===== src/hdl/pctd_pkg.sv =====
`timescale 1ns / 1ps
// ----------------------------------------------------------------------------
// pctd_pkg
// shared types, codes and constants of the prefix code tree decoder
// ----------------------------------------------------------------------------
package pctd_pkg;

    // defaults of the top level parameters
    localparam int SYMBOL_BITS_DEF = 9;
    localparam int NODE_COUNT_DEF  = 1024;

    // fixed field widths
    localparam int FUNC_W   = 2;
    localparam int CODE_W   = 32;
    localparam int LEN_W    = 6;
    localparam int STATUS_W = 2;

    // longest code path walked by an add
    localparam int MAX_CODE_LENGTH = 32;
    // coded bits in one decode chunk (one 16-bit word)
    localparam int CHUNK_BITS = 16;

    typedef enum logic [FUNC_W-1:0] {
        FUNC_CLEAR  = 2'd0,
        FUNC_ADD    = 2'd1,
        FUNC_DECODE = 2'd2
    } func_t;

    typedef enum logic [STATUS_W-1:0] {
        STAT_OK       = 2'd0,
        STAT_BAD_PATH = 2'd1,
        STAT_FULL     = 2'd2
    } status_t;

    typedef enum logic [3:0] {
        S_IDLE,
        S_ADD_STEP,
        S_ADD_NEW,
        S_ADD_WAIT,
        S_DEC_LOAD,
        S_DEC_STEP,
        S_DEC_WAIT,
        S_CLOSE,
        S_REPORT
    } state_t;

    // result event from the walk sequencer to the result stage
    typedef struct packed {
        logic    valid;
        logic    close;      // end of a decode chunk with no result of its own
        logic    fin;        // final result of the transaction
        logic    sym_valid;
        status_t status;
    } evt_t;

endpackage


===== src/hdl/pctd_out.sv =====
`timescale 1ns / 1ps
// ----------------------------------------------------------------------------
// pctd_out
// result stage: holds one result back until it is known whether it is the last
// ----------------------------------------------------------------------------
module pctd_out
    import pctd_pkg::*;
#(
    parameter int SYMBOL_BITS = SYMBOL_BITS_DEF,
    parameter int OUT_DATA_W  = 16
) (
    input  logic                   aclk,
    input  logic                   aresetn,
    input  evt_t                   evt,
    input  logic [SYMBOL_BITS-1:0] evt_sym,
    output logic                   evt_ready,
    output logic                   m_tvalid,
    input  logic                   m_tready,
    output logic [OUT_DATA_W-1:0]  m_tdata,
    output logic                   m_tuser,
    output logic                   m_tlast
);

    // held result
    logic                   p_valid_reg, p_valid_next;
    logic                   p_fin_reg, p_fin_next;
    logic [SYMBOL_BITS-1:0] p_sym_reg, p_sym_next;
    logic                   p_symv_reg, p_symv_next;
    status_t                p_stat_reg, p_stat_next;
    // output register
    logic                   o_valid_reg, o_valid_next;
    logic                   o_last_reg, o_last_next;
    logic [SYMBOL_BITS-1:0] o_sym_reg, o_sym_next;
    logic                   o_symv_reg, o_symv_next;
    status_t                o_stat_reg, o_stat_next;

    logic o_free, mark, load, move;

    assign o_free    = !o_valid_reg || m_tready;
    assign mark      = evt.valid && evt.close && p_valid_reg && !p_fin_reg;
    assign load      = evt.valid && !mark && (!p_valid_reg || o_free);
    assign move      = p_valid_reg && o_free && (p_fin_reg || load);
    assign evt_ready = mark || !p_valid_reg || o_free;

    always_comb begin
        p_valid_next = p_valid_reg;
        p_fin_next   = p_fin_reg;
        p_sym_next   = p_sym_reg;
        p_symv_next  = p_symv_reg;
        p_stat_next  = p_stat_reg;
        o_valid_next = o_valid_reg;
        o_last_next  = o_last_reg;
        o_sym_next   = o_sym_reg;
        o_symv_next  = o_symv_reg;
        o_stat_next  = o_stat_reg;

        if (move) begin
            o_valid_next = 1'b1;
            o_last_next  = p_fin_reg;
            o_sym_next   = p_sym_reg;
            o_symv_next  = p_symv_reg;
            o_stat_next  = p_stat_reg;
        end else if (m_tready) begin
            o_valid_next = 1'b0;
        end

        if (load) begin
            p_valid_next = 1'b1;
            if (evt.close) begin
                // empty chunk: plain ok result closes the transaction
                p_fin_next  = 1'b1;
                p_sym_next  = '0;
                p_symv_next = 1'b0;
                p_stat_next = STAT_OK;
            end else begin
                p_fin_next  = evt.fin;
                p_sym_next  = evt_sym;
                p_symv_next = evt.sym_valid;
                p_stat_next = evt.status;
            end
        end else if (move) begin
            p_valid_next = 1'b0;
        end

        if (mark) begin
            p_fin_next = 1'b1;
        end
    end

    always_ff @(posedge aclk) begin
        if (!aresetn) begin
            p_valid_reg <= 1'b0;
            o_valid_reg <= 1'b0;
        end else begin
            p_valid_reg <= p_valid_next;
            o_valid_reg <= o_valid_next;
        end
        p_fin_reg  <= p_fin_next;
        p_sym_reg  <= p_sym_next;
        p_symv_reg <= p_symv_next;
        p_stat_reg <= p_stat_next;
        o_last_reg <= o_last_next;
        o_sym_reg  <= o_sym_next;
        o_symv_reg <= o_symv_next;
        o_stat_reg <= o_stat_next;
    end

    assign m_tvalid = o_valid_reg;
    assign m_tdata  = OUT_DATA_W'({o_stat_reg, o_sym_reg});
    assign m_tuser  = o_symv_reg;
    assign m_tlast  = o_last_reg;

endmodule


===== config.mk =====
export PLATFORM = sky130hd
export DESIGN_NAME = pctd_out
export DESIGN_NICKNAME = d
export VERILOG_FILES = /design/src/hdl/pctd_pkg.sv /design/src/hdl/pctd_out.sv
export SDC_FILE = /design/constraint.sdc
export NUM_CORES = 1
export LEC_CHECK = 0
export BUFFER_PORTS_ARGS = -buffer_cell sky130_fd_sc_hd__clkbuf_2
export CORE_AREA = 10 10 57 59
export DETAILED_ROUTE_END_ITERATION = 7
export DIE_AREA = 0 0 67 69
export HOLD_SLACK_MARGIN = 0.12
export PLACE_DENSITY = 0.79
export SLEW_MARGIN = 10
export SYNTH_ARGS = -nofsm -noshare
export SYNTH_HDL_FRONTEND = slang
export SYNTH_SLANG_ARGS = --single-unit

===== constraint.sdc =====
create_clock -name aclk -period 3.2 [get_ports aclk]
set_clock_uncertainty 0.2 [all_clocks]
set_input_delay 0.96 -clock aclk [delete_from_list [all_inputs] [get_ports aclk]]
set_output_delay 0.96 -clock aclk [all_outputs]
set_load 0.005 [all_outputs]

==> summary.txt <==
Worst Path Required - 2040 ps
DRT Pass-1 Iters - 4
Initial drt markers - 8
CP arrival - 1660 ps
Starting density of the core - 48.9%
Area of the mapped netlist - 1050 um^2
Vias in the first global route - 555
Final ANT Viol Nets - 0
Sequential-to-total area share from yosys stat - 77.1%
FF-to-FF setup slack - 1590 ps
HP Class - flip-flop to flip-flop
Clk root buf - clkbuf_4
Max-cap violations - 0
Worst path max stage delay - 210 ps
Largest family of logic cells by synthesized area - simple AND/OR/NAND/NOR gates
Multi-input logic area - 205 um^2
Syn Area/Cell - 16.4 um^2
Setup_tns - 0 ps
ANT cells - 0
CP startpoint kind - input port
Num rows - 17
Port buffer count - 32
Hold Path Cell Cnt - 0
Dpl ws - 373 ps
Layout cells sized above 1 - 40.4%
WL/cell - 13.0 um
Congestion Overflow GR - 0
Hold Path Sink - o_stat_reg[0]
Residual DRC count - 0
CP endpoint kind - output pin
Fin. Hold Viols - 0
Final period utilization - 88.1%
Simple-gate portion of the synthesized area - 11.9%
Setup violations, final - 0
Crit Path Class - input port to output pin
Post-Synthesis Cells - 64
Via-to-Cell Ratio - 4.40
Via count - 559
Register area - 811 um^2
Slowest CP cell - nor2b_2
# hold bufs at CTS - 0
Die ar. - 4620 um^2
I/O pin count - 38
Mux cell area share after synthesis - 0%
Die W - 67 um
Total GRT Usage - 6.99%
Total power - 0.615 mW
Total setup buffers inserted after CTS - 0
Largest net degree at the start of global routing - 16
CTS Buf Count - 3
Synthesis-to-layout area growth - 19.2%
Slew Viols, Final - 0
Initial antenna violation count - 0
Synth unique cells - 21
PwrDens - 491 nW/um^2
Post_cts resized - 0
Adder-Cell Fraction of Synth Area - 0%
H-tree levels - 1
Reg2Reg Depth - 3
Final RePlAce weighted congestion - 0.706
Fin worst setup slack - 381 ps
Synth Area in Compound Gates - 5.83%
Critical-path cell list - clkbuf_2 -> nor2b_2 -> a21o_1 -> clkbuf_2
Clock Path Buffers - 2
Worst R2R End - p_sym_reg[3]
Total routed wirelength - 1.66 mm
Die Ht - 69 um
Post-layout net count - 118
Max VDD drop - 0.000285 V
Design Area, Final - 1250 um^2
FMAX - 355 MHz
Fin util - 58.3%
Most common cell after layout, fill and taps aside - clkbuf_2
RSZ-0062 raised after global routing - no
Placed cell areas - 1230 um^2
Lkg Pwr - 0.514 nW
# fillers - 173
CTS tree - built
DP Wirelength - 1.43 mm
Critical Path Fanout Max - 15
Min Clock Period, post-route - 2820 ps
Synthesized flop and latch total - 28
Post-Synth XOR/XNOR Area - 0%
Hold path start - p_stat_reg[0]
Core box area - 2150 um^2
Clk sink count - 28
Outcome - completed
First-pass GRT wire length - 2.49 mm
Skew-Pair Late Insertion Delay - 310 ps
Synth warnings - 0
Worst-path clk slew - 130 ps
RR Startpoint - p_fin_reg
Critical path's most frequent cell - clkbuf_2
Most frequent cells in the layout - clkbuf_2 (32), edfxtp_1 (25), nor2b_1 (11)
-- Yosys cell counts, drive strengths merged --
| library cell | instances | area, um^2 |
|---|---|---|
| dfxtp | 3 | 60.1 |
| o21a | 1 | 7.51 |
| a32oi | 1 | 8.76 |
| and2b | 2 | 15.0 |
| inv | 2 | 7.51 |
| conb | 1 | 3.75 |
| nand3b | 1 | 7.51 |
| nand2b | 1 | 6.26 |
| edfxtp | 25 | 751 |
| nor2b | 13 | 86.3 |
| and2 | 1 | 6.26 |
| nor2 | 1 | 3.75 |
| a21boi | 2 | 18.8 |
| buf | 6 | 42.5 |
| o21ai | 3 | 18.8 |
| a21o | 1 | 7.51 |
-- worst max-delay path: cells and delay by family --
| kind | cells | cell delay, ps |
|---|---|---|
| buf+inv | 2 | 310 |
| simple gates | 1 | 210 |
| compound gates | 1 | 180 |
-- kinds of logic after synthesis --
family	after synthesis
flops	28
simple gates	19
compound gates	8
buf+inv	8
other cells	1
-- final cells by class --
class	instances	share of cell area [%]
clock inverters	1	0.300
inverters	2	0.599
clock buffers	3	1.80
well taps	28	2.80
multi-input cells	32	16.4
repair buffers	33	13.4
flip-flops and latches	28	64.7
-- power breakdown --
group	leakage (nW)	switching (mW)	internal, mW
clock	0.0154	0.0883	0.0456
combinational	0.231	0.0250	0.0237
sequential	0.268	0.00776	0.424
total	0.514	0.121	0.493
-- stage by stage --
step / std cells / hold slack, ps
finish: 127 / 237
floorplan: 68 / 200
global route: 127 / 249
CTS: 127 / 237
global placement: 123 / 207
detailed placement: 123 / 206
-- per-layer routing --
layer | up-vias | global-route usage, % | routed length, um
met3 | 4 | 4.35 | 238
li1 | 283 | - | -
met1 | 249 | 5.80 | 570
met5 | - | 0 | 0
met4 | 0 | 5.43 | 56
met2 | 23 | 11.3 | 790
-- worst max-delay path by stage --
stage / from / end / slack, ps / cells after the start
after floorplan: m_tready / evt_ready / 750 / 2
after global placement: evt[4] / evt_ready / 420 / 4
after detailed placement: evt[4] / evt_ready / 370 / 4
after CTS: evt[4] / evt_ready / 370 / 4
after global routing: evt[4] / evt_ready / 320 / 4
final: evt[4] / evt_ready / 380 / 4
(Power assumes the default switching activity.)
