==> src/hdl/pctd_ram.sv <==
`timescale 1ns / 1ps
// ----------------------------------------------------------------------------
// pctd_ram
// generic single write, single read ram with registered read data
// ----------------------------------------------------------------------------
module pctd_ram #(
    parameter int WIDTH = 8,
    parameter int DEPTH = 16
) (
    input  logic                     aclk,
    input  logic                     we,
    input  logic [$clog2(DEPTH)-1:0] waddr,
    input  logic [WIDTH-1:0]         wdata,
    input  logic                     re,
    input  logic [$clog2(DEPTH)-1:0] raddr,
    output logic [WIDTH-1:0]         rdata
);

    logic [WIDTH-1:0] mem [DEPTH];

    always_ff @(posedge aclk) begin
        if (we) begin
            mem[waddr] <= wdata;
        end
        if (re) begin
            rdata <= mem[raddr];
        end
    end

endmodule

==> config.mk <==
export PLATFORM = sky130hd
export DESIGN_NAME = pctd_ram
export DESIGN_NICKNAME = d
export VERILOG_FILES = /design/src/hdl/pctd_ram.sv
export SDC_FILE = /design/constraint.sdc
export NUM_CORES = 1
export LEC_CHECK = 0
export BUFFER_PORTS_ARGS = -buffer_cell sky130_fd_sc_hd__buf_2
export CORE_AREA = 10 10 126 128
export DETAILED_ROUTE_END_ITERATION = 7
export DIE_AREA = 0 0 136 138
export PLACE_DENSITY = 0.52
export SYNTH_ARGS = -nofsm -noshare
export SYNTH_HDL_FRONTEND = slang
export SYNTH_SLANG_ARGS = --single-unit
==> constraint.sdc <==
create_clock -name aclk -period 3.7 [get_ports aclk]
set_clock_uncertainty 0.15 [all_clocks]
set_input_delay 0.74 -clock aclk [delete_from_list [all_inputs] [get_ports aclk]]
set_output_delay 0.74 -clock aclk [all_outputs]
set_load 0.02 [all_outputs]
==> impl_results.rst, run 1 <==
.. list-table::
   :header-rows: 1

   * - Metric
     - Value
   * - Largest fanout on the critical path
     - 14
   * - Slew @ Worst Pin
     - around 0.95 ns
   * - Largest net degree at the start of global routing
     - 33
   * - Antenna cell count
     - 0
   * - Share of layout cells above drive strength 1
     - 0.290
   * - Main combinational cell family by area after synthesis
     - multiplexers
   * - Met2 usage
     - 0.170
   * - Worst ir drop on vdd
     - 0.000317 V
   * - Tot GR Track Use
     - 0.117
   * - Die height
     - 138 microns
   * - Via count of the first global-routing pass
     - 2524
   * - Global-route wire length before repair
     - 15900 microns
   * - Class of the most critical hold timing path
     - input port to flop
   * - Number of sinks handled by clock tree synthesis
     - around 140
   * - Fmax
     - around 0.44 GHz
   * - Setup repair after global routing missed its margin
     - no
   * - Part of the total power dissipated in sequential elements
     - 0.472
   * - Global routing usage on met3
     - 0.0388
   * - Top-level I/O count
     - 27
   * - Row count
     - between 40 and 50
   * - H-tree depth
     - 4
   * - Total power after layout
     - ~3700 uW
   * - Total half-perimeter wirelength after legalization and detailed placement
     - ~6600 microns
   * - Number of CTS-inserted buffers
     - 17
   * - Data required, critical path
     - 3.71 ns
   * - CTS clk-pin slew, worst paths
     - 0.06 ns
   * - RePlAce Congestion
     - 0.718
   * - Reg2Reg Launch Point
     - mem[7][6]
   * - Unique cell type count in the Yosys netlist
     - 18
   * - Post-layout net count
     - slightly below 300
   * - Worst hold start
     - re
   * - Arithmetic-cell share of the synthesized area counting full adders, half adders and majority gates
     - 0
   * - Fraction of power consumed by combinational cells
     - 0.043
   * - Maximum clock path buffer count
     - 2
   * - Initial antenna violation count
     - 0
   * - Total core area
     - 0.0135 sq mm
   * - Synthesized Nets
     - between 200 and 250
   * - Clock tree from TritonCTS
     - done
   * - Number of I/O port buffers
     - 26
   * - Post-synthesis cell area
     - 0.00523 sq mm
   * - GR Overflow Total
     - 0
   * - Setup Crit Path Kind
     - input port to flop
   * - Data arrival, critical path
     - ~2.3 ns
   * - Post-CTS setup buffers
     - 0
   * - # placed instances
     - roughly 430
   * - Total of endpoints with negative setup slack in the final report
     - 0
   * - Post-synthesis sequential area ratio
     - 0.781
   * - Cts repair resizes
     - 0
   * - Filler-free cell count of the finished design
     - between 400 and 500
   * - Final core utilization
     - 0.459
   * - Internal power summed over all cells
     - between 2000 and 3000 uW
   * - Die ar.
     - approximately 0.019 sq mm
   * - Area growth from synthesis to layout
     - 18.6%
   * - Length of the first detailed-routing pass in iterations
     - 5
   * - Slew Limit Fails
     - 0
   * - Crit share post-route
     - 0.621
   * - Leak
     - 0.00206 uW
   * - Top library cells by usage in the layout, fill and taps aside
     - edfxtp_1 (136), buf_2 (26), mux4_2 (18)
   * - Layer with the highest usage
     - met2
   * - Count of endpoints failing hold in the final timing report
     - 0
   * - GR met1 Demand/Resource
     - 0.160
   * - Effective utilization at floorplan
     - 0.387
   * - 1st-iter DRT viols
     - between 150 and 200
   * - Via density
     - approximately 5.2
   * - Overall routed net length
     - between 10000 and 15000 microns
   * - Xor/xnor share of the synthesized area
     - 0
   * - Post-route setup TNS
     - 0 ns
   * - Clock root buffer
     - clkbuf_16
   * - Relative slew margins
     - 0.363
   * - Synth Area in Compound Gates
     - 0.0230
   * - Avg Inst Size Synth
     - ~23 sq um
   * - Tmin final
     - 2.30 ns
   * - Routed wire per std cell
     - around 22 microns
   * - Endpoint kind of the worst setup timing path
     - flop
   * - Warnings, synthesis
     - 0
   * - Number of maximum-capacitance violations
     - 0
   * - Fraction of synthesized area in multiplexers
     - 0.148
   * - Synthesized netlist cell count
     - ~230
   * - Switching power
     - approximately 720 uW
   * - Number of storage elements in the synthesis netlist
     - approximately 140
   * - Die span in x
     - roughly 140 microns
   * - Switching share of power
     - 0.193
   * - Fraction of the mapped netlist area in simple logic gates
     - 0.0314
   * - Vias after detailed routing
     - 2431
   * - Clk Latency, worst-skew pair
     - 0.41 ns
   * - Category of the worst setup path launch point
     - input port
   * - Status
     - completed
   * - Post-route DRC violation count
     - 0
   * - Most common cell after layout, fill and taps aside
     - edfxtp_1
   * - Final hold slack
     - about 0.55 ns
   * - Power density of the placed cells
     - 597 mW/mm^2
   * - Clock share of power
     - 0.485
   * - Post-route antenna net violation count
     - 0
   * - Critical path startpoint
     - raddr[0]
   * - Post-CTS Hold Fix Bufs
     - 0
## worst paths after layout
kind,to,slack [ns],depth (start not counted)
worst max register to register,rdata[6],2.06,3
worst min register to register,rdata[4],0.61,3
worst min-delay path,rdata[1],0.55,1
worst max-delay path,rdata[3],1.40,5
## cells by family after synthesis
family                 after synthesis
DFF                                136
buffers and inverters               10
AOI/OAI and AO/OA                   16
muxes                               32
and+or+nand+nor                     35
## flip-flops by register name, summed over array words and instances (netlist names)
register and cells:
mem 128, rdata 8
## power by group through the flow
stage	Combinational [uW]	Sequential, uW	Clock, uW
after global placement	163	1780	0
after global routing	177	1750	1900
after CTS	165	1750	1820
after detailed placement	165	1780	0
after floorplan	87.6	1780	0
final	160	1750	1800
## critical path, cell delays in order
cell     delay (ns)
buf_2          0.32
buf_4          0.37
mux4_1         0.59
a22oi_1        0.19
nand2_1        0.09
## synth_stat cells
cell type | count | area share
and2_1 | 1 | 0.0012
nand3_1 | 1 | 0.00096
clkdlybuf4s25_2 | 3 | 0.0057
mux4_1 | 14 | 0.070
a22oi_1 | 16 | 0.023
buf_6 | 3 | 0.0065
buf_4 | 1 | 0.0014
nor2b_1 | 1 | 0.0012
or3b_2 | 1 | 0.0017
nor3_1 | 4 | 0.0038
edfxtp_1 | 136 | 0.78
nand2b_1 | 2 | 0.0024
mux4_2 | 18 | 0.078
buf_2 | 3 | 0.0029
and2b_1 | 1 | 0.0014
nor2_1 | 13 | 0.0093
nand3b_1 | 2 | 0.0029
nand2_1 | 9 | 0.0065
## per-layer routing
layer	wire, microns	up-vias
met5	0	-
met4	144	0
met3	666	16
met2	4960	76
met1	4660	1269
li1	-	1070
## layout make-up
type                    count  area [sq um]
clock buffers              18           429
clock inverters            14           205
fillers                  1125          7310
multi-input cells          83          1060
flip-flops and latches    136          4080
well taps                 180           225
repair buffers             35           198
## stage by stage
step | instance area [sq um] | worst slack [ns]
finish | 6200 | 1.40
global route | 6200 | 1.24
detailed placement | 5560 | 0.917
global placement | 5560 | 0.965
CTS | 6200 | 1.36
floorplan | 5230 | 1.32
Power figures use the tool's default switching activity.
==> run 2: changes to the inputs <==
==> constraint.sdc (replaced) <==
create_clock -name aclk -period 2.2 [get_ports aclk]
set_clock_uncertainty 0.15 [all_clocks]
set_input_delay 0.44 -clock aclk [delete_from_list [all_inputs] [get_ports aclk]]
set_output_delay 0.44 -clock aclk [all_outputs]
set_load 0.02 [all_outputs]
==> run 2 against run 1 <==
Against the previous run: critical path depth did not move; cell count up 2.6%; die area unchanged; global-route usage grew 0.13 points; largest power group is now registers.
==> impl_results.rst, run 2 (synthesis gave the netlist of run 1 again) <==
.. list-table::
   :header-rows: 1

   * - Metric
     - Value
   * - Most common cell after layout, fill and taps aside
     - edfxtp_1
   * - Total core area
     - 0.0135 sq mm (unchanged)
   * - CTS clk-pin slew, worst paths
     - 0.05 ns (about the same)
   * - Fmax
     - slightly below 0.6 GHz
   * - Setup repair after global routing missed its margin
     - no
   * - Largest net degree at the start of global routing
     - 22 (-33%)
   * - Number of maximum-capacitance violations
     - 0 (unchanged)
   * - Category of the worst setup path launch point
     - input port
   * - Total power after layout
     - 5640 uW (+52%)
   * - Worst ir drop on vdd
     - 0.000433 V (+37%)
   * - Via count of the first global-routing pass
     - 2704 (+7.1%)
   * - Initial antenna violation count
     - 0 (unchanged)
   * - Status
     - completed
   * - Slew @ Worst Pin
     - 0.388 ns (-0.563 ns)
   * - Antenna cell count
     - 0 (unchanged)
   * - Post-CTS Hold Fix Bufs
     - 0 (unchanged)
   * - Internal reg-to-reg setup slack
     - 0.55 ns (-1.51 ns)
   * - Die span in x
     - 136 microns (unchanged)
   * - Slew Limit Fails
     - 0 (unchanged)
   * - Length of the first detailed-routing pass in iterations
     - 4 (-1)
   * - Endpoint kind of the worst setup timing path
     - flop
   * - Clock tree from TritonCTS
     - done
   * - Tmin final
     - approximately 1.7 ns
   * - Vias after detailed routing
     - 2472 (+1.7%)
   * - Leak
     - 0.00209 uW (+1.4%)
   * - H-tree depth
     - 4 (unchanged)
   * - Total half-perimeter wirelength after legalization and detailed placement
     - 6720 microns (+1.3%)
   * - Row count
     - 43 (unchanged)
   * - Share of layout cells above drive strength 1
     - 0.295 (+0.00509)
   * - Crit share post-route
     - 0.782
   * - Post-route setup TNS
     - 0 ns (unchanged)
   * - Reg-to-Reg End
     - rdata[1]
   * - Data required, critical path
     - 2.21 ns (-1.50 ns)
   * - Clk Latency, worst-skew pair
     - 0.41 ns (about the same)
   * - Die ar.
     - 0.0188 sq mm (unchanged)
   * - Number of buffers and inverters on the critical path
     - 2 (unchanged)
   * - Power density of the placed cells
     - 908 mW/mm^2 (+52%)
   * - Number of I/O port buffers
     - 26 (unchanged)
   * - GR Overflow Total
     - 0 (unchanged)
   * - Total of endpoints with negative setup slack in the final report
     - 0 (unchanged)
   * - CP max stage cell
     - mux4_1
   * - Count of endpoints failing hold in the final timing report
     - 0 (unchanged)
   * - Top library cells by usage in the layout, fill and taps aside
     - edfxtp_1 (136), buf_2 (26), buf_4 (21)
   * - Post-route antenna net violation count
     - 0 (unchanged)
   * - Effective utilization at floorplan
     - 0.387 (unchanged)
   * - Largest fanout on the critical path
     - 16 (+2)
   * - Data arrival, critical path
     - 1.73 ns (-0.57 ns)
   * - Post-layout net count
     - 307 (+5.1%)
   * - Post-route DRC violation count
     - 0 (unchanged)
   * - Die height
     - 138 microns (unchanged)
   * - 1st-iter DRT viols
     - 167 (+4.4%)
   * - Clock root buffer
     - clkbuf_16
   * - Reg2Reg Launch Point
     - mem[1][1]
   * - Cts repair resizes
     - 0 (unchanged)
   * - Area growth from synthesis to layout
     - 18.8%
   * - Maximum clock path buffer count
     - 2 (unchanged)
   * - Post-CTS setup buffers
     - 0 (unchanged)
   * - Number of CTS-inserted buffers
     - 17 (unchanged)
   * - Largest delay share family, worst path
     - multiplexers
   * - Routed wire per std cell
     - 21.7 microns (-3.2%)
   * - RePlAce Congestion
     - 0.713 (-0.81%)
   * - R2r worst-path depth
     - 3 (unchanged)
   * - Relative slew margins
     - 0.741 (+0.378)
   * - Final core utilization
     - 0.460 (+0.00102)
   * - Worst hold start
     - re
   * - Worst Hold Depth
     - 1 (unchanged)
   * - Hold EP
     - rdata[7]
   * - CP max stage delay
     - 0.57 ns (-0.02 ns)
   * - Overall routed net length
     - 10400 microns (-0.70%)
   * - Setup Crit Path Kind
     - input port to flop
   * - Largest registers in the final layout
     - mem: 128 flops, rdata: 8 flops
   * - Tot GR Track Use
     - 0.118 (+0.00127)
   * - Largest register FFs
     - 128 (unchanged)
   * - Top reg by flops
     - mem
   * - Via density
     - 5.17 (-0.87%)
   * - Top-level I/O count
     - 27 (unchanged)
   * - Number of sinks handled by clock tree synthesis
     - 136 (unchanged)
   * - Cell chain of the critical path
     - buf_2 > buf_12 > mux4_1 > a22oi_1 > nand2_1
   * - Global-route wire length before repair
     - 16200 microns (+1.8%)
   * - Class of the most critical hold timing path
     - input port to flop
==> run 2: through the flow <==
stage                     hold WS (ns)  cells  worst slack, ns  instance area, sq um
after detailed placement         0.586    449           0.0194                  5710
after global routing             0.249    478            0.398                  6210
after floorplan                  0.389    229            0.117                  5230
after global placement           0.580    449          0.00841                  5710
after CTS                        0.238    478            0.457                  6210
final                            0.246    478            0.480                  6210
==> run 2: worst max path at each step <==
stage | cells past startpoint | slack, ns | from | to
6_report | 5 | 0.48 | raddr[0] | rdata[1]
2_1_floorplan | 2 | 0.12 | waddr[2] | mem[0][0]
3_5_place_dp | 5 | 0.02 | raddr[0] | rdata[1]
5_1_grt | 5 | 0.40 | raddr[0] | rdata[1]
3_3_place_gp | 5 | 0.008 | raddr[0] | rdata[1]
4_1_cts | 5 | 0.46 | raddr[0] | rdata[1]
==> run 2: worst reg2reg max path: cells and delay by family, from the launching register on <==
family	cells	cell delay [ns]
mux	1	0.51
simple gates	1	0.08
compound gates	1	0.29
flops	1	0.37
==> run 2: per-layer routing <==
| metal | vias to the layer above | global-route usage | routed length (microns) |
|---|---|---|---|
| met5 | - | 0 | 0 |
| met4 | 0 | 0.0522 | 194 |
| met3 | 16 | 0.0370 | 599 |
| met2 | 63 | 0.171 | 4760 |
| met1 | 1294 | 0.160 | 4800 |
| li1 | 1099 | - | - |
==> run 2: where the power goes <==
part / switching, uW / internal [uW]
Sequential: 14.7 / 2920
Clock: 913 / 1500
Combinational: 168 / 122
Total: 1100 / 4540
==> run 2: area by class of cell <==
cell class              instances  area [sq um]
fillers                      1147          7290
flip-flops and latches        136          4080
multi-input cells              83          1060
clock buffers                  20           437
repair buffers                 50           348
well taps                     180           225
clock inverters                 9          61.3
