[src/hdl/pctd_pkg.sv]
`timescale 1ns / 1ps
// ----------------------------------------------------------------------------
// pctd_pkg
// shared types, codes and constants of the prefix code tree decoder
// ----------------------------------------------------------------------------
package pctd_pkg;

    // defaults of the top level parameters
    localparam int SYMBOL_BITS_DEF = 9;
    localparam int NODE_COUNT_DEF  = 1024;

    // fixed field widths
    localparam int FUNC_W   = 2;
    localparam int CODE_W   = 32;
    localparam int LEN_W    = 6;
    localparam int STATUS_W = 2;

    // longest code path walked by an add
    localparam int MAX_CODE_LENGTH = 32;
    // coded bits in one decode chunk (one 16-bit word)
    localparam int CHUNK_BITS = 16;

    typedef enum logic [FUNC_W-1:0] {
        FUNC_CLEAR  = 2'd0,
        FUNC_ADD    = 2'd1,
        FUNC_DECODE = 2'd2
    } func_t;

    typedef enum logic [STATUS_W-1:0] {
        STAT_OK       = 2'd0,
        STAT_BAD_PATH = 2'd1,
        STAT_FULL     = 2'd2
    } status_t;

    typedef enum logic [3:0] {
        S_IDLE,
        S_ADD_STEP,
        S_ADD_NEW,
        S_ADD_WAIT,
        S_DEC_LOAD,
        S_DEC_STEP,
        S_DEC_WAIT,
        S_CLOSE,
        S_REPORT
    } state_t;

    // result event from the walk sequencer to the result stage
    typedef struct packed {
        logic    valid;
        logic    close;      // end of a decode chunk with no result of its own
        logic    fin;        // final result of the transaction
        logic    sym_valid;
        status_t status;
    } evt_t;

endpackage

[src/hdl/pctd_walk.sv]
`timescale 1ns / 1ps
// ----------------------------------------------------------------------------
// pctd_walk
// tree walk sequencer: one node memory access per step for add and decode
// ----------------------------------------------------------------------------
module pctd_walk
    import pctd_pkg::*;
#(
    parameter int SYMBOL_BITS = SYMBOL_BITS_DEF,
    parameter int NODE_COUNT  = NODE_COUNT_DEF,
    parameter int NODE_BITS   = $clog2(NODE_COUNT),
    parameter int ENTRY_W     = 2 * NODE_BITS + SYMBOL_BITS
) (
    input  logic                   aclk,
    input  logic                   aresetn,
    // input transaction
    input  logic                   in_valid,
    output logic                   in_ready,
    input  logic [FUNC_W-1:0]      func,
    input  logic [CODE_W-1:0]      code_word,
    input  logic [LEN_W-1:0]       code_length,
    input  logic [SYMBOL_BITS-1:0] symbol_in,
    input  logic [CHUNK_BITS-1:0]  chunk,
    // node memory
    output logic                   ram_we,
    output logic [NODE_BITS-1:0]   ram_waddr,
    output logic [ENTRY_W-1:0]     ram_wdata,
    output logic                   ram_re,
    output logic [NODE_BITS-1:0]   ram_raddr,
    input  logic [ENTRY_W-1:0]     ram_rdata,
    // result events
    output evt_t                   evt,
    output logic [SYMBOL_BITS-1:0] evt_sym,
    input  logic                   evt_ready
);

    localparam int NFREE_W = NODE_BITS + 1;
    localparam int BCNT_W  = $clog2(CHUNK_BITS) > 0 ? $clog2(CHUNK_BITS) : 1;

    state_t state_reg, state_next;

    // tree state
    logic [NODE_BITS-1:0]   root_left_reg, root_left_next;
    logic [NODE_BITS-1:0]   root_right_reg, root_right_next;
    logic [NFREE_W-1:0]     free_reg, free_next;
    logic [NODE_BITS-1:0]   walk_reg, walk_next;
    // current node of the walk (children valid when not the root)
    logic [NODE_BITS-1:0]   cur_addr_reg, cur_addr_next;
    logic [NODE_BITS-1:0]   cur_left_reg, cur_left_next;
    logic [NODE_BITS-1:0]   cur_right_reg, cur_right_next;
    logic [SYMBOL_BITS-1:0] cur_sym_reg, cur_sym_next;
    logic [NODE_BITS-1:0]   tgt_reg, tgt_next;
    // per transaction operands
    logic [CODE_W-1:0]      code_reg, code_next;
    logic [LEN_W-1:0]       cnt_reg, cnt_next;
    logic [SYMBOL_BITS-1:0] sym_reg, sym_next;
    logic [CHUNK_BITS-1:0]  chunk_reg, chunk_next;
    logic [BCNT_W-1:0]      bcnt_reg, bcnt_next;
    status_t                status_reg, status_next;

    logic [LEN_W-1:0]       len_eff;
    logic                   is_add, bit_sel, at_root, full, leaf, last_bit, add_done;
    logic [NODE_BITS-1:0]   node_left, node_right, child;
    logic [NODE_BITS-1:0]   rd_left, rd_right;
    logic [SYMBOL_BITS-1:0] rd_sym;

    assign len_eff  = (code_length > LEN_W'(MAX_CODE_LENGTH)) ? LEN_W'(MAX_CODE_LENGTH)
                                                              : code_length;
    assign is_add   = (state_reg == S_ADD_STEP);
    assign bit_sel  = is_add ? code_reg[0] : chunk_reg[0];
    assign at_root  = (cur_addr_reg == '0);
    assign node_left  = at_root ? root_left_reg : cur_left_reg;
    assign node_right = at_root ? root_right_reg : cur_right_reg;
    assign child    = bit_sel ? node_right : node_left;
    assign full     = (free_reg == NFREE_W'(NODE_COUNT));
    assign rd_left  = ram_rdata[ENTRY_W-1 -: NODE_BITS];
    assign rd_right = ram_rdata[SYMBOL_BITS +: NODE_BITS];
    assign rd_sym   = ram_rdata[SYMBOL_BITS-1:0];
    assign leaf     = (rd_left == '0) && (rd_right == '0);
    assign last_bit = (bcnt_reg == BCNT_W'(CHUNK_BITS - 1));
    assign add_done = (cnt_reg == LEN_W'(1));
    assign in_ready = (state_reg == S_IDLE);

    // next state
    always_comb begin
        state_next = state_reg;
        unique case (state_reg)
            S_IDLE: begin
                if (in_valid) begin
                    unique case (func)
                        FUNC_CLEAR:  state_next = S_REPORT;
                        FUNC_ADD:    state_next = (len_eff == '0) ? S_REPORT : S_ADD_STEP;
                        FUNC_DECODE: state_next = (walk_reg != '0) ? S_DEC_LOAD : S_DEC_STEP;
                        default:     state_next = S_REPORT;
                    endcase
                end
            end
            S_ADD_STEP: begin
                if (child != '0) begin
                    state_next = S_ADD_WAIT;
                end else if (full) begin
                    state_next = S_REPORT;
                end else begin
                    state_next = S_ADD_NEW;
                end
            end
            S_ADD_NEW, S_ADD_WAIT: begin
                state_next = add_done ? S_REPORT : S_ADD_STEP;
            end
            S_DEC_LOAD: begin
                state_next = S_DEC_STEP;
            end
            S_DEC_STEP: begin
                if (child != '0) begin
                    state_next = S_DEC_WAIT;
                end else if (evt_ready) begin
                    state_next = S_IDLE;
                end
            end
            S_DEC_WAIT: begin
                if (!leaf) begin
                    state_next = last_bit ? S_CLOSE : S_DEC_STEP;
                end else if (evt_ready) begin
                    state_next = last_bit ? S_IDLE : S_DEC_STEP;
                end
            end
            S_CLOSE, S_REPORT: begin
                if (evt_ready) begin
                    state_next = S_IDLE;
                end
            end
            default: state_next = S_IDLE;
        endcase
    end

    // datapath and outputs
    always_comb begin
        root_left_next  = root_left_reg;
        root_right_next = root_right_reg;
        free_next       = free_reg;
        walk_next       = walk_reg;
        cur_addr_next   = cur_addr_reg;
        cur_left_next   = cur_left_reg;
        cur_right_next  = cur_right_reg;
        cur_sym_next    = cur_sym_reg;
        tgt_next        = tgt_reg;
        code_next       = code_reg;
        cnt_next        = cnt_reg;
        sym_next        = sym_reg;
        chunk_next      = chunk_reg;
        bcnt_next       = bcnt_reg;
        status_next     = status_reg;

        ram_we    = 1'b0;
        ram_waddr = cur_addr_reg;
        ram_wdata = {node_left, node_right, cur_sym_reg};
        ram_re    = 1'b0;
        ram_raddr = child;

        evt           = '0;
        evt.status    = status_reg;
        evt_sym       = '0;

        unique case (state_reg)
            S_IDLE: begin
                code_next     = code_word;
                cnt_next      = len_eff;
                sym_next      = symbol_in;
                chunk_next    = chunk;
                bcnt_next     = '0;
                status_next   = STAT_OK;
                cur_addr_next = '0;
                if (in_valid) begin
                    unique case (func)
                        FUNC_CLEAR: begin
                            root_left_next  = '0;
                            root_right_next = '0;
                            free_next       = NFREE_W'(1);
                            walk_next       = '0;
                        end
                        FUNC_DECODE: begin
                            // resume at the stored walk position
                            cur_addr_next = walk_reg;
                            ram_re        = (walk_reg != '0);
                            ram_raddr     = walk_reg;
                        end
                        default: begin
                        end
                    endcase
                end
            end
            S_ADD_STEP: begin
                if (child != '0) begin
                    ram_re   = 1'b1;
                    tgt_next = child;
                end else if (full) begin
                    status_next = STAT_FULL;
                end else begin
                    tgt_next  = free_reg[NODE_BITS-1:0];
                    free_next = free_reg + NFREE_W'(1);
                    // link the new node into its parent
                    if (at_root) begin
                        if (bit_sel) begin
                            root_right_next = free_reg[NODE_BITS-1:0];
                        end else begin
                            root_left_next = free_reg[NODE_BITS-1:0];
                        end
                    end else begin
                        ram_we    = 1'b1;
                        ram_wdata = bit_sel ?
                            {cur_left_reg, free_reg[NODE_BITS-1:0], cur_sym_reg} :
                            {free_reg[NODE_BITS-1:0], cur_right_reg, cur_sym_reg};
                    end
                end
            end
            S_ADD_NEW: begin
                ram_we         = 1'b1;
                ram_waddr      = tgt_reg;
                ram_wdata      = {{(2 * NODE_BITS){1'b0}}, sym_reg};
                cur_addr_next  = tgt_reg;
                cur_left_next  = '0;
                cur_right_next = '0;
                cur_sym_next   = sym_reg;
                code_next      = code_reg >> 1;
                cnt_next       = cnt_reg - LEN_W'(1);
            end
            S_ADD_WAIT: begin
                cur_addr_next  = tgt_reg;
                cur_left_next  = rd_left;
                cur_right_next = rd_right;
                cur_sym_next   = rd_sym;
                code_next      = code_reg >> 1;
                cnt_next       = cnt_reg - LEN_W'(1);
            end
            S_DEC_LOAD: begin
                cur_left_next  = rd_left;
                cur_right_next = rd_right;
            end
            S_DEC_STEP: begin
                if (child != '0) begin
                    ram_re   = 1'b1;
                    tgt_next = child;
                end else begin
                    // missing child: stop the chunk, position kept
                    evt.valid  = 1'b1;
                    evt.fin    = 1'b1;
                    evt.status = STAT_BAD_PATH;
                end
            end
            S_DEC_WAIT: begin
                if (leaf) begin
                    evt.valid     = 1'b1;
                    evt.fin       = last_bit;
                    evt.sym_valid = 1'b1;
                    evt.status    = STAT_OK;
                    evt_sym       = rd_sym;
                    if (evt_ready) begin
                        walk_next     = '0;
                        cur_addr_next = '0;
                        chunk_next    = chunk_reg >> 1;
                        bcnt_next     = bcnt_reg + BCNT_W'(1);
                    end
                end else begin
                    walk_next      = tgt_reg;
                    cur_addr_next  = tgt_reg;
                    cur_left_next  = rd_left;
                    cur_right_next = rd_right;
                    chunk_next     = chunk_reg >> 1;
                    bcnt_next      = bcnt_reg + BCNT_W'(1);
                end
            end
            S_CLOSE: begin
                evt.valid = 1'b1;
                evt.close = 1'b1;
                evt.fin   = 1'b1;
            end
            S_REPORT: begin
                evt.valid = 1'b1;
                evt.fin   = 1'b1;
            end
            default: begin
            end
        endcase
    end

    always_ff @(posedge aclk) begin
        if (!aresetn) begin
            state_reg      <= S_IDLE;
            root_left_reg  <= '0;
            root_right_reg <= '0;
            free_reg       <= NFREE_W'(1);
            walk_reg       <= '0;
        end else begin
            state_reg      <= state_next;
            root_left_reg  <= root_left_next;
            root_right_reg <= root_right_next;
            free_reg       <= free_next;
            walk_reg       <= walk_next;
        end
        cur_addr_reg  <= cur_addr_next;
        cur_left_reg  <= cur_left_next;
        cur_right_reg <= cur_right_next;
        cur_sym_reg   <= cur_sym_next;
        tgt_reg       <= tgt_next;
        code_reg      <= code_next;
        cnt_reg       <= cnt_next;
        sym_reg       <= sym_next;
        chunk_reg     <= chunk_next;
        bcnt_reg      <= bcnt_next;
        status_reg    <= status_next;
    end

endmodule

[config.mk]
export PLATFORM = sky130hd
export DESIGN_NAME = pctd_walk
export DESIGN_NICKNAME = d
export VERILOG_FILES = /design/src/hdl/pctd_pkg.sv /design/src/hdl/pctd_walk.sv
export SDC_FILE = /design/constraint.sdc
export NUM_CORES = 1
export LEC_CHECK = 0
export BUFFER_PORTS_ARGS = -buffer_cell sky130_fd_sc_hd__buf_4
export CORE_MARGIN = 1
export CORE_UTILIZATION = 39
export CTS_BUF_LIST = sky130_fd_sc_hd__clkbuf_4
export CTS_CLUSTER_SIZE = 24
export DETAILED_ROUTE_END_ITERATION = 8
export GPL_TIMING_DRIVEN = 0
export PLACE_DENSITY = 0.58
export SYNTH_ARGS = -nofsm -noshare
export SYNTH_HDL_FRONTEND = slang
export SYNTH_SLANG_ARGS = --single-unit
[constraint.sdc]
create_clock -name aclk -period 11.1 [get_ports aclk]
set_input_delay 0.555 -clock aclk [delete_from_list [all_inputs] [get_ports aclk]]
set_output_delay 0.555 -clock aclk [all_outputs]
set_load 0.01 [all_outputs]
==> metrics.txt, run 1 <==
status completed; CTS Buffer Depth 2; Placed Instances 1278; synthesized area 8460 µm²; Slew Viols, Final 0; startpoint types register; hpwl dp 17.9 mm; first-pass GRT wire length 36.1 mm; # Max-Cap Violations 0; Final WS setup 6.72 ns; Final nets 1128; Post-Place Setup Slack 7.39 ns; Hold-fix buffers, CTS 0; Yosys warning count 0; Port Buffer Count 163; final hold vios 0; largest net degree at the start of global routing 21; Placer Congestion 0.890; Clock Sinks 162; DRT iter0 DRCs 607; FMAX 229 MHz; LEAKAGE 4.36 nW; number of flip-flops under the largest register name 32; total negative slack 0 ns; clk root buf clkbuf_4; Power Density 201 nW/µm²; Initial Utilization 0.400; share of layout cells above drive strength 1 0.249; DIE AREA 22300 µm²; Worst Path Arrival 3.82 ns; Slowest-stage cell, CP or4_1; crit-path max FO 9; cell family with most CP delay simple AND/OR/NAND/NOR gates; minimum clock period 4.38 ns; WP data required 10.55 ns; clock buffer count from CTS 17; Row Count 53; DR pass1 iterations 4; Final setup viols 0; Ports 165; slew margin rel. 0.194; Post-synth top flop edfxtp_1; Synth Instances 836; Final Cycle Share 0.394; Die Wd 149 µm; GRT Util Overall 0.213; Area Overhead vs Synth 22.4%; Clock Skew 0.0352 ns; Vias per Instance 5.32; Synth Register Bits 162; Worst-path clk slew 0.15 ns; Residual DRC 0; sequential share of the synthesized area 0.522; Setup Crit Path Kind reg -> out; Worst VDD drop 0.0719 mV; Final Power 2.08 mW; ANT nets after route 0; vias in the first global route 6570; Synth top area share 0.415; Cell Chain, Critical Path or4_1, nor4_1, mux2i_1, nor4_1, buf_2, mux2i_1, a211oi_1, buf_4; Synth cell types 59; GRT overflow 0; async set-or-reset flop fraction in the synthesized netlist 0; Clk Latency, worst-skew pair 0.58 ns; top cells by count, synth nand2_1 (181), edfxtp_1 (117), nor2_1 (52); Hold Crit Class in -> reg; Post CTS Setup Buffer Count 0; WL final 23.7 mm; critical path capture point type output port; Max stage delay on crit path 0.56 ns; area leader, netlist edfxtp_1; syn avg cell area 10.1 µm²; most area-consuming cells after synthesis edfxtp_1 (42%), dfxtp_1 (11%), nand2_1 (8.0%); PostCTS Resize Cnt 0; CTS tree built; EDFF count, synth 117; Slew @ Worst Pin 1.20 ns; final std cells w/o fill 1311; RSZ-0062 raised after global routing no; Post-Syn Nets 942; via count 6980; H-tree depth 4; area of the core 21200 µm²; WL/cell 18.0 µm; count leader, synth nand2_1; initial antenna violation count 1; worst path bufs/invs 2; die height 149 µm
cell families (layout without fill, tap and decap cells):
logic type                 after synthesis  count (layout)  synth area share
AOI/OAI and AO/OA                      141             141             0.124
xor gates and xnor gates                11              11            0.0114
adders and majority gates                8               8            0.0118
buffers and inverters                   77             276            0.0357
DFF                                    162             162             0.522
muxes                                   63              63            0.0815
other                                    0               1                 0
and+or+nand+nor                        374             374             0.214
metal layers:
metal / up-vias / track usage / part of all wire
met5: - / 0 / 0
met4: 0 / 0.0679 / 0.022
met3: 42 / 0.0443 / 0.063
met2: 261 / 0.323 / 0.44
met1: 3280 / 0.303 / 0.47
li1: 3397 / - / -
worst paths after layout:
path	startpoint	endpoint	slack [ns]	cells past startpoint
hold / removal	symbol_in[6]	sym_reg[6]	0.14	1
setup reg to reg	cur_right_reg[4]	root_left_reg[1]	7.82	7
setup / recovery	cur_right_reg[4]	ram_wdata[18]	6.72	8
hold reg to reg	root_right_reg[0]	root_right_reg[0]	0.49	2
through the flow:
stage / utilization / instance area, µm² / hold WS [ns]
2_1_floorplan: - / 8460 / 0.435
3_3_place_gp: 0.474 / 10000 / 0.476
3_5_place_dp: 0.477 / 10100 / 0.474
4_1_cts: 0.489 / 10400 / 0.107
5_1_grt: 0.490 / 10400 / 0.0817
6_report: 0.490 / 10400 / 0.141
worst reg2reg max path: cells and delay by family (launching register included):
kind / cells / cell delay, ns
compound gates: 1 / 0.23
flops: 1 / 0.51
mux: 2 / 0.68
simple gates: 4 / 1.81
where the power goes:
| part | internal (mW) | switching (mW) | total, mW |
|---|---|---|---|
| logic | 0.347 | 0.488 | 0.835 |
| registers | 0.834 | 0.0643 | 0.898 |
| clock network | 0.121 | 0.230 | 0.351 |
| total | 1.30 | 0.782 | 2.08 |
placed cells by master (no fill, tap or decap), types with 4 or more instances in the layout:
master and count:
buf_1 5, inv_6 4, nor4_1 19, clkbuf_4 19, xnor2_1 5, dfxtp_1 45, or4_1 12, mux2i_1 21
ha_1 8, nand2b_1 4, buf_2 4, a211oi_1 28, and3_1 18, nor3_1 8, o21a_1 6, a21o_1 13
and2_1 34, nand3b_1 7, a31oi_1 14, xor2_1 6, nand3_1 10, o22ai_1 5, a22o_1 29, buf_4 164
nand2_1 181, mux2_2 40, clkbuf_1 48, nor2b_1 13, o21ai_0 18, a22oi_1 11, inv_1 16, edfxtp_1 117
nor2_1 52
cell type report:
type	instances	area (µm²)
fillers	2052	10800
flip-flops and latches	162	4410
multi-input cells	597	3750
repair buffers	167	1270
well taps	275	344
plain buffers	59	231
clock buffers	19	143
clock inverters	13	126
inverters	18	70.1
diodes	1	2.50
No activity file was read; power rests on OpenSTA's default activity.
==> run 2: changes to the inputs <==
--- a/config.mk
+++ b/config.mk
@@ -5,6 +5,7 @@
 export SDC_FILE = /design/constraint.sdc
 export NUM_CORES = 1
 export LEC_CHECK = 0
+export ABC_AREA = 1
 export BUFFER_PORTS_ARGS = -buffer_cell sky130_fd_sc_hd__buf_4
 export CORE_MARGIN = 1
 export CORE_UTILIZATION = 39
@@ -12,7 +13,7 @@
 export CTS_CLUSTER_SIZE = 24
 export DETAILED_ROUTE_END_ITERATION = 8
 export GPL_TIMING_DRIVEN = 0
-export PLACE_DENSITY = 0.58
+export PLACE_DENSITY = 0.59
 export SYNTH_ARGS = -nofsm -noshare
 export SYNTH_HDL_FRONTEND = slang
 export SYNTH_SLANG_ARGS = --single-unit
==> constraint.sdc (replaced) <==
create_clock -name aclk -period 3.5 [get_ports aclk]
set_input_delay 0.175 -clock aclk [delete_from_list [all_inputs] [get_ports aclk]]
set_output_delay 0.175 -clock aclk [all_outputs]
set_load 0.01 [all_outputs]
==> metrics.txt, run 2 <==
Die Wd 155 µm; met3 Usage GRT 0.0446; clk root buf clkbuf_4; hpwl dp 21.6 mm; first-pass GRT wire length 45.8 mm; Clock Skew 0.0346 ns; share of layout cells above drive strength 1 0.194; Post-synth top flop edfxtp_1; Vias per Instance 5.03; die height 155 µm; FMAX 288 MHz; Worst Path Arrival 3.29 ns; Power Density 624 nW/µm²; DRT iter0 DRCs 808; top cells by count, synth nand2_1 (418), inv_1 (128), nor2_1 (121); sequential share of the synthesized area 0.482; Final Cycle Share 0.991; Synth Instances 1231; Port Buffer Count 164; crit-path max FO 7; DR pass1 iterations 5; GRT overflow 0; FF-to-FF setup slack 0.13 ns; startpoint types register; LEAKAGE 5.65 nW; critical path capture point type output port; DIE AREA 24100 µm²; met2 Use GR 0.399; count leader, synth nand2_1; GRT Util Overall 0.247; WP data required 3.32 ns; busiest grt layer met2; initial antenna violation count 1; Clock Sinks 162; slew margin rel. 0.317; # Max-Cap Violations 0; final std cells w/o fill 1869; minimum clock period 3.47 ns; via count 9396; CTS Buffer Depth 2; EDFF count, synth 117; grt met1 use 0.335; Final Power 7.85 mW; Slew @ Worst Pin 1.02 ns; Post-Syn Nets 1337; storage element area 4420 µm²; commonest non-fill, non-tap cell in the layout nand2_1; Worst VDD drop 0.270 mV; Worst-path clk slew 0.15 ns; ANT nets after route 0; clock buffer count from CTS 17; area leader, netlist edfxtp_1; RSZ-0062 raised after global routing yes; Yosys warning count 0; Clk Latency, worst-skew pair 0.62 ns; vias in the first global route 8720; Synth top area share 0.384; H-tree depth 4; area of the core 22800 µm²; most area-consuming cells after synthesis edfxtp_1 (38%), nand2_1 (17%), dfxtp_1 (9.8%); area of the multi-input gates 4150 µm²; Initial Utilization 0.401; Slew Viols, Final 0; most frequent cells in the layout nand2_1 (405), buf_4 (189), inv_1 (126); Setup Crit Path Kind reg -> out; synthesized area 9160 µm²; Residual DRC 0; R2R depth 17; CTS tree built; largest net degree at the start of global routing 26; Placer Congestion 0.942; Row Count 55; number of flip-flops under the largest register name 32; hold depth 5; Final setup viols 0; Ports 165; async set-or-reset flop fraction in the synthesized netlist 0; Synth cell types 40; Hold Crit Class in -> reg; total negative slack 0 ns; status completed; syn avg cell area 7.44 µm²; Final nets 1648; WL final 29.9 mm; fill count 2216; Placed Instances 1712; WL/cell 16.0 µm; Synth Register Bits 162; final hold vios 0; Area Overhead vs Synth 37.3%
run 2: cell type report:
| type | instances | share of cell area |
|---|---|---|
| Antenna cell | 1 | 0.000199 |
| Buffer | 62 | 0.0274 |
| Clock buffer | 17 | 0.0101 |
| Clock inverter | 15 | 0.0143 |
| Inverter | 129 | 0.0385 |
| Multi-Input combinational cell | 878 | 0.330 |
| Sequential cell | 162 | 0.351 |
| Tap cell | 313 | 0.0311 |
| Timing Repair Buffer | 292 | 0.197 |
run 2: metrics by stage:
| step | cell area [µm²] | hold WS [ns] | utilization | setup slack (ns) |
|---|---|---|---|---|
| floorplan | 9160 | 0.274 | - | 0.522 |
| global placement | 10800 | 0.354 | 0.472 | -0.691 |
| detailed placement | 10800 | 0.354 | 0.475 | -0.0320 |
| CTS | 12200 | 0.101 | 0.536 | 0.00539 |
| global route | 12600 | 0.130 | 0.550 | -0.0780 |
| finish | 12600 | 0.120 | 0.550 | 0.0310 |
run 2: power breakdown:
group          internal (mW)  total, mW  leakage [nW]  switching [mW]
registers               2.75       3.00          1.54           0.254
clock network          0.342       1.18         0.161           0.837
logic                   1.42       3.68          3.95            2.25
run 2: cells by family (layout without fill, tap and decap cells):
group / Yosys count / after routing / share of synthesized area
buffers and inverters: 191 / 515 / 0.0836
other: 0 / 1 / 0
flip-flops: 162 / 162 / 0.482
AND/OR/NAND/NOR: 677 / 677 / 0.310
AO/OA/AOI/OAI: 183 / 183 / 0.104
XOR/XNOR: 10 / 10 / 0.00956
adder cells (fa/ha/maj): 8 / 8 / 0.0109
run 2: what timing repair did:
action	CTS	global route
buffers inserted	4	19
hold buffers	97	0
gates cloned	0	4
endpoints found under the hold margin	100	0
resized for setup	29	75
setup endpoints to repair	54	50
pin swaps	3	15
run 2: final timing paths:
check                    start              end
hold reg to reg    walk_reg[8]      walk_reg[8]
setup / recovery  state_reg[0]    ram_wdata[13]
hold / removal        in_valid  cur_addr_reg[9]
setup reg to reg  state_reg[0]       tgt_reg[8]
run 2: per-layer routing:
metal  vias to the layer above  part of all wire  wire length, µm
li1                       4634                 -                -
met1                      4360              0.44            13300
met2                       342              0.47            14000
met3                        60             0.065             1950
met4                         0             0.025              741
met5                         -                 0                0
run 2: critical path: stages (launching register included):
cell     delay [ns]
dfxtp_2        0.36
buf_6          0.12
inv_2          0.05
nor2_4         0.18
nand2_4        0.09
buf_8          0.14
o21ai_4        0.20
buf_6          0.16
nand3_1        0.09
nand2_2        0.12
nand2_2        0.08
nor2_4         0.15
buf_6          0.12
nand3_4        0.08
nor2_4         0.16
buf_6          0.14
nand2_1        0.05
nand3_1        0.06
o21ai_0        0.16
buf_4          0.19
==> run 3: changes to the inputs <==
--- a/config.mk
+++ b/config.mk
@@ -14,6 +14,8 @@
 export DETAILED_ROUTE_END_ITERATION = 8
 export GPL_TIMING_DRIVEN = 0
 export PLACE_DENSITY = 0.59
+export SETUP_SLACK_MARGIN = 0.4
+export SKIP_CTS_REPAIR_TIMING = 1
 export SYNTH_ARGS = -nofsm -noshare
 export SYNTH_HDL_FRONTEND = slang
 export SYNTH_SLANG_ARGS = --single-unit
==> metrics.txt, run 3 (synthesis results as in run 2) <==
crit-path max FO 10; status completed; initial antenna violation count 1; WP data required 3.32 ns; vias in the first global route 8204; share of layout cells above drive strength 1 0.214; Setup Crit Path Kind reg -> out; final std cells w/o fill 1873; Clock Sinks 162; Clk Latency, worst-skew pair 0.62 ns; Vias per Instance 5.03; via count 9413; critical path capture point type output port; Metal-1 WL 13.0 mm; Row Count 55; Worst-path clk slew 0.15 ns; FMAX 293 MHz; Placer Congestion 0.942; Ports 165; DIE AREA 24100 µm²; hpwl dp 21.6 mm; area of the core 22800 µm²; DRT iter0 DRCs 823; Placed Instances 1712; Final nets 1652; Port Buffer Count 164; Worst Path Arrival 3.24 ns; Slew @ Worst Pin 0.983 ns; LEAKAGE 5.71 nW; met3 wire len 2.04 mm; first-pass GRT wire length 43.7 mm; clk root buf clkbuf_4; final hold vios 0; Final Cycle Share 0.975; minimum clock period 3.41 ns; Power Density 626 nW/µm²; Die Wd 155 µm; WL/cell 15.9 µm; # Max-Cap Violations 0; slew margin rel. 0.342; Hold Crit Class in -> reg; Worst VDD drop 0.252 mV; Final WS setup 0.0879 ns; Initial Utilization 0.401; Clock Skew 0.0296 ns; Area Overhead vs Synth 39.1%; DR pass1 iterations 5; Slew Viols, Final 0; ANT nets after route 0; GRT overflow 0; clock buffer count from CTS 17; Final setup viols 0; number of flip-flops under the largest register name 32; CTS Buffer Depth 2; Min Hold Slack 0.118 ns; Highest Signal Layer met4; total negative slack 0 ns; largest net degree at the start of global routing 26; GRT Util Overall 0.236; die height 155 µm; CTS tree built; H-tree depth 4; RSZ-0062 raised after global routing yes; commonest non-fill, non-tap cell in the layout nand2_1; WL final 29.8 mm; Post-Place Setup Slack -0.0320 ns; routed wire length on met2 14.0 mm; Residual DRC 0; most frequent cells in the layout nand2_1 (394), buf_4 (195), inv_1 (126); startpoint types register
run 3: cell types whose count changed in the layout (fill, tap and decap cells not counted), sizes merged:
cell	previous run	this run
buf	216	222
dlygate4sd3	97	95
run 3: path summary, 6_finish.rpt:
| kind | startpoint | to | slack (ns) | depth (start not counted) |
|---|---|---|---|---|
| hold / removal | in_valid | cur_addr_reg[9] | 0.12 | 5 |
| setup reg to reg | state_reg[0] | tgt_reg[9] | 0.35 | 16 |
| setup / recovery | state_reg[0] | ram_wdata[10] | 0.09 | 18 |
| hold reg to reg | walk_reg[8] | walk_reg[8] | 0.51 | 2 |
run 3: metal layers:
layer	up-vias	global-route usage
li1	4641	-
met1	4363	0.328
met2	361	0.368
met3	48	0.0448
met4	0	0.0868
met5	-	0
run 3: per-stage QoR:
step / power, mW / cell area, µm² / util
6_report: 7.97 / 12700 / 0.558
5_1_grt: 8.48 / 12700 / 0.558
4_1_cts: 7.40 / 11200 / 0.488
3_5_place_dp: 6.23 / 10800 / 0.475
3_3_place_gp: 6.15 / 10800 / 0.472
2_1_floorplan: 4.91 / 9160 / -
run 3: layout make-up:
class | count | area, µm²
Inverter | 129 | 487
Tap cell | 313 | 392
Timing Repair Buffer | 296 | 2510
Antenna cell | 1 | 2.50
Clock inverter | 15 | 180
Fill cell | 2193 | 10100
Clock buffer | 17 | 128
Sequential cell | 162 | 4420
Buffer | 62 | 355
Multi-Input combinational cell | 878 | 4260
run 3: where the power goes:
group / internal [mW] / switching, mW / total (mW)
Sequential: 2.75 / 0.268 / 3.01
Clock: 0.342 / 0.833 / 1.17
Combinational: 1.49 / 2.29 / 3.79
run 3: worst max-delay path, stage by stage, from the launching register on:
cell and delay [ns]:
dfxtp_2 0.36, buf_6 0.13, inv_4 0.04, nor2_4 0.17, nand2_4 0.09, buf_8 0.14, o21ai_4 0.19, buf_6 0.18
nand3_2 0.09, nand2_2 0.11, nand2_2 0.08, nor2_4 0.16, nand3_4 0.12, nor2_4 0.16, buf_6 0.17, nand2_1 0.06
nand3_1 0.05, o21ai_0 0.15, buf_4 0.18
